==> src/hw/rtl/bkd_pkg.sv <==
// bkd_pkg: shared constants and the usage-to-character map for the
// boot keyboard report event decoder
// no dependencies
package bkd_pkg;

    localparam int KEY_SLOTS_DEF = 6;
    localparam int QUEUE_DEPTH = 2;
    localparam logic [5:0] MIN_REPORT_LEN = 6'd8;
    localparam logic [7:0] SHIFT_MASK = 8'h22;

    localparam logic EV_DOWN = 1'b0;
    localparam logic EV_UP = 1'b1;

    // us layout; 0 means unmapped
    function automatic logic [6:0] usage_to_char(input logic [7:0] u, input logic sh);
        logic [7:0] t;
        t = 8'h00;
        if (u >= 8'h04 && u <= 8'h1d) begin
            t = (sh ? 8'h41 : 8'h61) + (u - 8'h04);
        end else if (!sh && u >= 8'h1e && u <= 8'h26) begin
            t = 8'h31 + (u - 8'h1e);
        end else begin
            unique case (u)
                8'h1e: t = sh ? 8'h21 : 8'h31;
                8'h1f: t = sh ? 8'h40 : 8'h32;
                8'h20: t = sh ? 8'h23 : 8'h33;
                8'h21: t = sh ? 8'h24 : 8'h34;
                8'h22: t = sh ? 8'h25 : 8'h35;
                8'h23: t = sh ? 8'h5e : 8'h36;
                8'h24: t = sh ? 8'h26 : 8'h37;
                8'h25: t = sh ? 8'h2a : 8'h38;
                8'h26: t = sh ? 8'h28 : 8'h39;
                8'h27: t = sh ? 8'h29 : 8'h30;
                8'h28: t = 8'h0a;
                8'h2c: t = 8'h20;
                8'h2d: t = sh ? 8'h5f : 8'h2d;
                8'h2e: t = sh ? 8'h2b : 8'h3d;
                8'h2f: t = sh ? 8'h7b : 8'h5b;
                8'h30: t = sh ? 8'h7d : 8'h5d;
                8'h33: t = sh ? 8'h3a : 8'h3b;
                8'h34: t = sh ? 8'h22 : 8'h27;
                8'h36: t = sh ? 8'h3c : 8'h2c;
                8'h37: t = sh ? 8'h3e : 8'h2e;
                8'h38: t = sh ? 8'h3f : 8'h2f;
                default: t = 8'h00;
            endcase
        end
        return t[6:0];
    endfunction

endpackage

==> src/hw/rtl/bkd_if.sv <==
// bkd_in_if / bkd_out_if: valid/ready channels for reports and key events
// depends on nothing; widths follow the key slot count
interface bkd_in_if #(
    parameter int KEY_SLOTS = 6
);
    logic                   valid;
    logic                   ready;
    logic [7:0]             modifier_byte;
    logic [KEY_SLOTS*8-1:0] key_slot;
    logic [5:0]             report_length;

    modport source (output valid, output modifier_byte, output key_slot,
                    output report_length, input ready);
    modport sink (input valid, input modifier_byte, input key_slot,
                  input report_length, output ready);
endinterface

interface bkd_out_if;
    logic       valid;
    logic       ready;
    logic       event_kind;
    logic [7:0] usage_code;
    logic       char_valid;
    logic [6:0] ascii_code;
    logic [7:0] modifier_bits;
    logic       last_event;

    modport source (output valid, output event_kind, output usage_code,
                    output char_valid, output ascii_code, output modifier_bits,
                    output last_event, input ready);
    modport sink (input valid, input event_kind, input usage_code,
                  input char_valid, input ascii_code, input modifier_bits,
                  input last_event, output ready);
endinterface

==> src/hw/rtl/bkd_queue.sv <==
// bkd_queue: small word queue between the front and back ends
// depends on bkd_pkg for the depth
module bkd_queue #(
    parameter int W = 8
) (
    input  logic         i_clk,
    input  logic         i_rst_n,
    input  logic         i_push,
    input  logic [W-1:0] i_wdata,
    output logic         o_push_ready,
    input  logic         i_pop,
    output logic         o_pop_valid,
    output logic [W-1:0] o_rdata
);
    localparam int D = bkd_pkg::QUEUE_DEPTH;
    localparam int PW = (D > 1) ? $clog2(D) : 1;
    localparam int CW = $clog2(D + 1);

    logic [W-1:0]  r_mem [D];
    logic [PW-1:0] r_wr, r_rd, n_wr, n_rd;
    logic [CW-1:0] r_cnt;
    logic          do_push, do_pop;

    assign o_push_ready = (r_cnt != CW'(D));
    assign o_pop_valid  = (r_cnt != '0);
    assign do_push      = i_push && o_push_ready;
    assign do_pop       = i_pop && o_pop_valid;
    assign o_rdata      = r_mem[r_rd];
    assign n_wr = (r_wr == PW'(D - 1)) ? '0 : r_wr + PW'(1);
    assign n_rd = (r_rd == PW'(D - 1)) ? '0 : r_rd + PW'(1);

    always_ff @(posedge i_clk) begin
        if (do_push) begin
            r_mem[r_wr] <= i_wdata;
        end
    end

    always_ff @(posedge i_clk) begin
        if (!i_rst_n) begin
            r_wr  <= '0;
            r_rd  <= '0;
            r_cnt <= '0;
        end else begin
            if (do_push) r_wr <= n_wr;
            if (do_pop) r_rd <= n_rd;
            if (do_push && !do_pop) begin
                r_cnt <= r_cnt + CW'(1);
            end else if (do_pop && !do_push) begin
                r_cnt <= r_cnt - CW'(1);
            end
        end
    end
endmodule

==> src/hw/rtl/bkd_front.sv <==
// bkd_front: takes reports, compares them with the stored key set and
// queues a word of down/up masks; depends on bkd_pkg and bkd_in_if
module bkd_front #(
    parameter int KEY_SLOTS = bkd_pkg::KEY_SLOTS_DEF,
    parameter int EW = 2 * KEY_SLOTS * 8 + 2 * KEY_SLOTS + 8
) (
    input  logic          i_clk,
    input  logic          i_rst_n,
    input  logic          i_cfg_we,
    input  logic          i_cfg_wdata,
    bkd_in_if.sink        i_report,
    output logic          o_push,
    output logic [EW-1:0] o_wdata,
    input  logic          i_push_ready
);
    localparam int KW = KEY_SLOTS * 8;

    logic                 r_enable;
    logic [KW-1:0]        r_prev;
    logic [KEY_SLOTS-1:0] down_mask, up_mask;
    logic                 accept, process;

    assign i_report.ready = i_push_ready;
    assign accept  = i_report.valid && i_push_ready;
    assign process = r_enable && (i_report.report_length >= bkd_pkg::MIN_REPORT_LEN);

    // every slot against every slot of the other set
    always_comb begin
        logic hit_prev, hit_new;
        for (int i = 0; i < KEY_SLOTS; i++) begin
            hit_prev = 1'b0;
            hit_new  = 1'b0;
            for (int j = 0; j < KEY_SLOTS; j++) begin
                if (i_report.key_slot[i*8 +: 8] == r_prev[j*8 +: 8]) hit_prev = 1'b1;
                if (r_prev[i*8 +: 8] == i_report.key_slot[j*8 +: 8]) hit_new = 1'b1;
            end
            down_mask[i] = (i_report.key_slot[i*8 +: 8] != 8'h00) && !hit_prev;
            up_mask[i]   = (r_prev[i*8 +: 8] != 8'h00) && !hit_new;
        end
    end

    assign o_push  = accept && process && ((down_mask | up_mask) != '0);
    assign o_wdata = {i_report.modifier_byte, up_mask, down_mask, r_prev,
                      i_report.key_slot};

    always_ff @(posedge i_clk) begin
        if (!i_rst_n) begin
            r_enable <= 1'b0;
            r_prev   <= '0;
        end else begin
            if (i_cfg_we) r_enable <= i_cfg_wdata;
            if (accept && process) r_prev <= i_report.key_slot;
        end
    end
endmodule

==> src/hw/rtl/bkd_back.sv <==
// bkd_back: walks the masks of one queued word, one event a cycle unless
// ready holds it, into the output register; needs bkd_pkg and bkd_out_if
module bkd_back #(
    parameter int KEY_SLOTS = bkd_pkg::KEY_SLOTS_DEF,
    parameter int EW = 2 * KEY_SLOTS * 8 + 2 * KEY_SLOTS + 8
) (
    input  logic          i_clk,
    input  logic          i_rst_n,
    input  logic          i_pop_valid,
    input  logic [EW-1:0] i_rdata,
    output logic          o_pop,
    bkd_out_if.source     o_event
);
    localparam int KW = KEY_SLOTS * 8;
    localparam int MW = 2 * KEY_SLOTS;

    logic            r_busy;
    logic [MW-1:0]   r_mask;
    logic [2*KW-1:0] r_codes;   // new slots low, stored slots high
    logic [7:0]      r_mods;
    logic [MW-1:0]   pick, rest;
    logic [7:0]      sel_code;
    logic            sel_up, advance, last;

    logic            r_ov, r_kind, r_cv, r_last;
    logic [7:0]      r_code, r_mbits;
    logic [6:0]      r_ascii;
    logic [6:0]      ch;

    assign pick = r_mask & (~r_mask + MW'(1));
    assign rest = r_mask & ~pick;
    assign last = (rest == '0);
    assign advance = r_busy && (!r_ov || o_event.ready);
    assign o_pop = i_pop_valid && (!r_busy || (advance && last));

    always_comb begin
        sel_code = 8'h00;
        sel_up   = 1'b0;
        for (int i = 0; i < MW; i++) begin
            if (pick[i]) sel_code = sel_code | r_codes[i*8 +: 8];
        end
        if (pick[MW-1:KEY_SLOTS] != '0) sel_up = 1'b1;
    end

    assign ch = (sel_up == bkd_pkg::EV_DOWN)
              ? bkd_pkg::usage_to_char(sel_code, (r_mods & bkd_pkg::SHIFT_MASK) != 8'h00)
              : 7'h00;

    always_ff @(posedge i_clk) begin
        if (!i_rst_n) begin
            r_busy <= 1'b0;
            r_ov   <= 1'b0;
        end else begin
            if (o_pop) begin
                r_busy <= 1'b1;
            end else if (advance && last) begin
                r_busy <= 1'b0;
            end
            if (advance) begin
                r_ov <= 1'b1;
            end else if (o_event.ready) begin
                r_ov <= 1'b0;
            end
        end
    end

    always_ff @(posedge i_clk) begin
        if (o_pop) begin
            r_codes <= i_rdata[2*KW-1:0];
            r_mask  <= i_rdata[2*KW +: MW];
            r_mods  <= i_rdata[EW-1 -: 8];
        end else if (advance) begin
            r_mask <= rest;
        end
        if (advance) begin
            r_kind  <= sel_up;
            r_code  <= sel_code;
            r_cv    <= (ch != 7'h00);
            r_ascii <= ch;
            r_mbits <= r_mods;
            r_last  <= last;
        end
    end

    assign o_event.valid         = r_ov;
    assign o_event.event_kind    = r_kind;
    assign o_event.usage_code    = r_code;
    assign o_event.char_valid    = r_cv;
    assign o_event.ascii_code    = r_ascii;
    assign o_event.modifier_bits = r_mbits;
    assign o_event.last_event    = r_last;
endmodule

==> src/hw/rtl/boot_keyboard_report_event_decoder.sv <==
// boot_keyboard_report_event_decoder: top level, front end, queue, back end
// depends on bkd_pkg, bkd_if, bkd_front, bkd_queue, bkd_back

// A report is taken whenever the two-word queue between the front and back
// ends has room, so reports may arrive back to back. The front end compares
// the new key slots with the stored set, stores the new set and queues a
// word only if some key went down or up; disabled, short or unchanged
// reports leave with no events. The back end hands out one event per cycle
// through its output register while o_event.ready does not stall it; a
// report carries at most twice the slot count of events, twelve with six
// slots, and that event walk sets the sustained rate.
// Key down events come first in slot order, then key up events, and the last
// event of a report has last_event set. The enable register is written with
// i_cfg_we and is cleared by reset, as is the stored key set.
module boot_keyboard_report_event_decoder #(
    parameter int KEY_SLOTS = bkd_pkg::KEY_SLOTS_DEF
) (
    input  logic      i_clk,
    input  logic      i_rst_n,
    input  logic      i_cfg_we,
    input  logic      i_cfg_wdata,
    bkd_in_if.sink    i_report,
    bkd_out_if.source o_event
);
    localparam int EW = 2 * KEY_SLOTS * 8 + 2 * KEY_SLOTS + 8;

    logic          q_push, q_push_ready, q_pop, q_pop_valid;
    logic [EW-1:0] q_wdata, q_rdata;

    bkd_front #(.KEY_SLOTS(KEY_SLOTS), .EW(EW)) u_front (
        .i_clk        (i_clk),
        .i_rst_n      (i_rst_n),
        .i_cfg_we     (i_cfg_we),
        .i_cfg_wdata  (i_cfg_wdata),
        .i_report     (i_report),
        .o_push       (q_push),
        .o_wdata      (q_wdata),
        .i_push_ready (q_push_ready)
    );

    bkd_queue #(.W(EW)) u_queue (
        .i_clk        (i_clk),
        .i_rst_n      (i_rst_n),
        .i_push       (q_push),
        .i_wdata      (q_wdata),
        .o_push_ready (q_push_ready),
        .i_pop        (q_pop),
        .o_pop_valid  (q_pop_valid),
        .o_rdata      (q_rdata)
    );

    bkd_back #(.KEY_SLOTS(KEY_SLOTS), .EW(EW)) u_back (
        .i_clk       (i_clk),
        .i_rst_n     (i_rst_n),
        .i_pop_valid (q_pop_valid),
        .i_rdata     (q_rdata),
        .o_pop       (q_pop),
        .o_event     (o_event)
    );

    // a queued word always carries at least one event
    a_push_has_event: assert property (@(posedge i_clk) disable iff (!i_rst_n)
        q_push |-> (q_wdata[2*KEY_SLOTS*8 +: 2*KEY_SLOTS] != '0))
        else $error("queued word with empty masks");

    // the front end only pushes when the queue has room
    a_push_room: assert property (@(posedge i_clk) disable iff (!i_rst_n)
        q_push |-> q_push_ready)
        else $error("push into a full queue");

    // key up events never carry a character
    a_up_no_char: assert property (@(posedge i_clk) disable iff (!i_rst_n)
        (o_event.valid && o_event.event_kind == bkd_pkg::EV_UP)
            |-> (!o_event.char_valid && o_event.ascii_code == 7'h00))
        else $error("key up event with a character");

    // char_valid tracks a nonzero character
    a_char_flag: assert property (@(posedge i_clk) disable iff (!i_rst_n)
        o_event.valid |-> (o_event.char_valid == (o_event.ascii_code != 7'h00)))
        else $error("char_valid disagrees with ascii_code");
endmodule
==> src/flat_wrapper.sv <==
// flat-port wrapper written by rule: the top's interface ports become plain ports
module boot_keyboard_report_event_decoder_flat 
#(
    parameter int KEY_SLOTS = bkd_pkg::KEY_SLOTS_DEF
)
  (i_clk, i_rst_n, i_cfg_we, i_cfg_wdata, i_report_valid, i_report_modifier_byte, i_report_key_slot, i_report_report_length, i_report_ready, o_event_valid, o_event_event_kind, o_event_usage_code, o_event_char_valid, o_event_ascii_code, o_event_modifier_bits, o_event_last_event, o_event_ready);
  bkd_in_if #(.KEY_SLOTS(KEY_SLOTS)) i_report_i ();
  bkd_out_if o_event_i ();
  input  logic i_clk;
  input  logic i_rst_n;
  input  logic i_cfg_we;
  input  logic i_cfg_wdata;
  input wire logic [$bits(i_report_i.valid)-1:0] i_report_valid;
  input wire logic [$bits(i_report_i.modifier_byte)-1:0] i_report_modifier_byte;
  input wire logic [$bits(i_report_i.key_slot)-1:0] i_report_key_slot;
  input wire logic [$bits(i_report_i.report_length)-1:0] i_report_report_length;
  output wire logic [$bits(i_report_i.ready)-1:0] i_report_ready;
  output wire logic [$bits(o_event_i.valid)-1:0] o_event_valid;
  output wire logic [$bits(o_event_i.event_kind)-1:0] o_event_event_kind;
  output wire logic [$bits(o_event_i.usage_code)-1:0] o_event_usage_code;
  output wire logic [$bits(o_event_i.char_valid)-1:0] o_event_char_valid;
  output wire logic [$bits(o_event_i.ascii_code)-1:0] o_event_ascii_code;
  output wire logic [$bits(o_event_i.modifier_bits)-1:0] o_event_modifier_bits;
  output wire logic [$bits(o_event_i.last_event)-1:0] o_event_last_event;
  input wire logic [$bits(o_event_i.ready)-1:0] o_event_ready;
  assign i_report_i.valid = i_report_valid;
  assign i_report_i.modifier_byte = i_report_modifier_byte;
  assign i_report_i.key_slot = i_report_key_slot;
  assign i_report_i.report_length = i_report_report_length;
  assign i_report_ready = i_report_i.ready;
  assign o_event_valid = o_event_i.valid;
  assign o_event_event_kind = o_event_i.event_kind;
  assign o_event_usage_code = o_event_i.usage_code;
  assign o_event_char_valid = o_event_i.char_valid;
  assign o_event_ascii_code = o_event_i.ascii_code;
  assign o_event_modifier_bits = o_event_i.modifier_bits;
  assign o_event_last_event = o_event_i.last_event;
  assign o_event_i.ready = o_event_ready;
  boot_keyboard_report_event_decoder #(.KEY_SLOTS(KEY_SLOTS)) u_core (.i_clk(i_clk), .i_rst_n(i_rst_n), .i_cfg_we(i_cfg_we), .i_cfg_wdata(i_cfg_wdata), .i_report(i_report_i), .o_event(o_event_i));
endmodule
==> config.mk <==
export PLATFORM = sky130hd
export DESIGN_NAME = boot_keyboard_report_event_decoder_flat
export DESIGN_NICKNAME = d
export VERILOG_FILES = /design/src/hw/rtl/bkd_pkg.sv /design/src/hw/rtl/bkd_if.sv /design/src/hw/rtl/bkd_queue.sv /design/src/hw/rtl/bkd_front.sv /design/src/hw/rtl/bkd_back.sv /design/src/hw/rtl/boot_keyboard_report_event_decoder.sv /design/src/flat_wrapper.sv
export SDC_FILE = /design/constraint.sdc
export NUM_CORES = 1
export LEC_CHECK = 0
export BUFFER_PORTS_ARGS = -buffer_cell sky130_fd_sc_hd__buf_2
export CORE_UTILIZATION = 40
export CTS_CLUSTER_DIAMETER = 100
export DETAILED_ROUTE_END_ITERATION = 12
export SYNTH_ARGS = -nofsm -noshare
export SYNTH_HDL_FRONTEND = slang
export SYNTH_HIERARCHICAL = 1
export SYNTH_SLANG_ARGS = --single-unit
==> constraint.sdc <==
create_clock -name i_clk -period 8.3 [get_ports i_clk]
set_clock_uncertainty 0.2 [all_clocks]
set_input_delay 0.415 -clock i_clk [delete_from_list [all_inputs] [get_ports i_clk]]
set_output_delay 0.415 -clock i_clk [all_outputs]
set_load 0.01 [all_outputs]
==> flow_summary.ini <==
[setup_path]
path_cells = nor4_1 > nand2_1 > maj3_1 > nor2_1 > nor2_1 > o21ai_0 > and3_1 > a21o_1 > nand2_1 > inv_4 > o21ai_1 > ha_1 > or3_1 > a21boi_1
path_max_fanout = 52
cp-start-kind = flip-flop
cpMaxStageDelayCell = nor4_1
cp-end-kind = flip-flop
critPathMaxStageDelay_ns = 0.75
critPathRequiredTime_ns = 8.60
crit_type = reg -> reg
cp_top_family = simple AND/OR/NAND/NOR gates
arrival_ns = 6.10
critPathBufInv = 1

[global_routing]
grt_max_degree = 91
grt-ovfl-total = 0
grt_usage_pct = 20.3
antenna_found_initial = 4
grt_pass1_wl_um = 85300
grt_pass1_vias = 13300

[die]
start_util_pct = 40.7
die-area_um2 = 56100
row_count = 85
die_y_um = 237
io_pins = 96
dieWidth_um = 237
core_um2 = 54100

[sta]
maxSlewViolCount = 0
setup_viol = 0
rsz0062_at_grt = no
fin_crit_ns = 5.80
hold_viol = 0
fin_setup_tns_ns = 0
worst_slack_ns = 2.50
tightest_slew_ns = 1.11
max_freq_mhz = 172
relSlewSlack_pct = 25.8
min_period_over_period_pct = 69.8

[detailed_routing]
dr.pass1.iters = 5
drc_errors = 0
drtAntennaViolNets = 0
routedWlPerCell_um = 23.6
num_vias = 13600
routed_wl_um = 57500
drt_iter0_drc = 1245
via_per_inst = 5.58

[placed_design]
numPortBuffers = 92
place_inst = 2336
place.gp.congestion = 0.876
hpwl_um = 39000
place_ws_ns = 2.52

[pwr]
power_frac_seq_pct = 47.7
peakVddDrop_v = 0.000127
power.static_leakage_nw = 7.94
internal-power_w = 0.00395
pwr-share-clk_pct = 36.4
p_comb_share_pct = 15.9
powerDensity_nw_per_um2 = 229
switching_share_pct = 27.1
p_sw_w = 0.00147

[cts]
cts_buffer_depth = 3
cts_buffers = 44
cts_tree = yes
clk_latency_ns = 0.59
ctsHoldBuffers = 11
cts.root.buffer_cell = clkbuf_16
postCtsSetupRepairBufs = 0
numClockSinks = 430
clkTransAtPathRegs_ns = 0.06
cts_max_level = 2
cts_resized = 0

[final_layout]
nFillCells = 4865
areaGrowthSynthToFinish_pct = 7.40
layoutNonFillerInstCount = 2431
finalNetCount = 1782
drive_above_1_share_pct = 18.6

[logic_synthesis]
dominantRegCellSynth = edfxtp_1
postSynthCellCount = 1753
syn_nets = 1838
syn_area_per_cell_um2 = 12.6
synth_seq_cells = 430
ys.warnings.count = 6
yosysSeqAreaShare_pct = 56.0
synthArstFlopShare_pct = 0
synth_edf_count = 374
synth_cell_type_count = 87
syn_area_um2 = 22000

[min_path]
min_path_type = in -> reg

[run]
cap_violations = 0

[run_status]
status = finished, final reports clean
==> layout make-up <==
cell class / instances / area (µm²) / area share, %
Multi-Input combinational cell: 1081 / 8220 / 34.7
Timing Repair Buffer: 113 / 671 / 2.83
Clock buffer: 53 / 1150 / 4.84
Inverter: 27 / 109 / 0.460
Antenna cell: 4 / 10.0 / 0.0423
Tap cell: 696 / 871 / 3.68
Clock inverter: 27 / 294 / 1.24
Sequential cell: 430 / 12400 / 52.2
==> flip-flops by register name, indices dropped and copies added (netlist names), 2 cells and up, named ones only <==
register                             flops
u_core/u_back/o_event.modifier_bits      8
u_core/u_back/o_event.ascii_code         7
u_core/u_queue/r_mem                   232
u_core/u_queue/r_cnt                     2
u_core/u_back/o_event.usage_code         8
u_core/u_back/r_mods                     8
u_core/u_front/r_prev                   48
u_core/u_back/r_codes                   96
u_core/u_back/r_mask                    12
==> cell usage after synthesis (9+ instances only) <==
library cell | number | area share [%]
a21boi_0 | 51 | 1.7
nor3_1 | 13 | 0.30
inv_1 | 23 | 0.39
ha_1 | 17 | 0.96
mux2i_1 | 9 | 0.41
o21ai_0 | 30 | 0.68
xnor2_1 | 152 | 6.0
mux2_2 | 80 | 4.1
dfxtp_1 | 56 | 5.1
xor2_1 | 147 | 5.8
mux2_4 | 40 | 2.7
nor4_1 | 69 | 2.0
buf_4 | 93 | 3.2
nand4_1 | 42 | 1.2
edfxtp_1 | 374 | 51
nand3_1 | 16 | 0.36
nand2b_1 | 12 | 0.34
buf_2 | 67 | 1.5
nand2_1 | 159 | 2.7
and3_1 | 13 | 0.37
nor2_1 | 47 | 0.80
a21oi_1 | 31 | 0.70
clkbuf_1 | 30 | 0.51
buf_6 | 18 | 0.92
==> power groups by stage <==
stage | sequential, W | combinational (W) | clock, W
after floorplan | 0.00257 | 0.000682 | 0
after global placement | 0.00263 | 0.000848 | 0
after detailed placement | 0.00263 | 0.000852 | 0
after CTS | 0.00259 | 0.000862 | 0.00203
after global routing | 0.00260 | 0.000936 | 0.00210
final | 0.00259 | 0.000862 | 0.00197
==> cells in the final DEF, fill, tap and decap left out, types with 44 or more instances in the layout <==
cell,n
dfxtp_1,55
xor2_1,147
edfxtp_1,374
a21boi_0,51
nand2_1,159
xnor2_1,152
nor2_1,47
clkbuf_16,44
buf_2,92
nor4_1,69
mux2_2,80
==> cell families after synthesis <==
family	Yosys count	synth area share, %
flip-flops	430	56.0
AND/OR/NAND/NOR	426	10.2
XOR/XNOR	299	11.9
buffers and inverters	242	6.71
AO/OA/AOI/OAI	207	6.93
multiplexers	129	7.22
adder cells (fa/ha/maj)	20	1.10
==> final timing paths <==
path                                         startpoint                                      to  slack, ns  depth (start not counted)
worst max-delay path            u_core/u_back/r_mask[3]                 u_core/u_queue/r_cnt[1]       2.50                         14
worst min-delay path              i_report_key_slot[18]             u_core/u_queue/r_mem[0][18]       0.05                          1
worst max register to register  u_core/u_back/r_mask[3]                 u_core/u_queue/r_cnt[1]       2.50                         14
worst min register to register  u_core/u_back/r_mods[2]  u_core/u_back/o_event.modifier_bits[2]       0.22                          0
==> metal layers <==
layer / part of all wire [%] / vias to the layer above / global-route usage (%) / routed length [µm]
li1: - / 6149 / - / -
met2: 49 / 463 / 33.9 / 28100
met4: 3.3 / 2 / 7.77 / 1910
met1: 43 / 6827 / 26.6 / 24500
met3: 5.2 / 119 / 3.09 / 3000
met5: 0.024 / - / 0 / 14
==> stage by stage <==
| stage | total power (W) | hold slack [ns] | cell area, µm² | utilization, % |
|---|---|---|---|---|
| final | 0.00542 | 0.0490 | 23700 | 43.7 |
| after global routing | 0.00564 | 0.0296 | 23700 | 43.7 |
| after CTS | 0.00548 | 0.0147 | 23700 | 43.7 |
| after detailed placement | 0.00349 | 0.206 | 22100 | 40.9 |
| after global placement | 0.00348 | 0.202 | 22100 | 40.9 |
| after floorplan | 0.00325 | 0.200 | 22000 | - |
(Power assumes the default switching activity.)
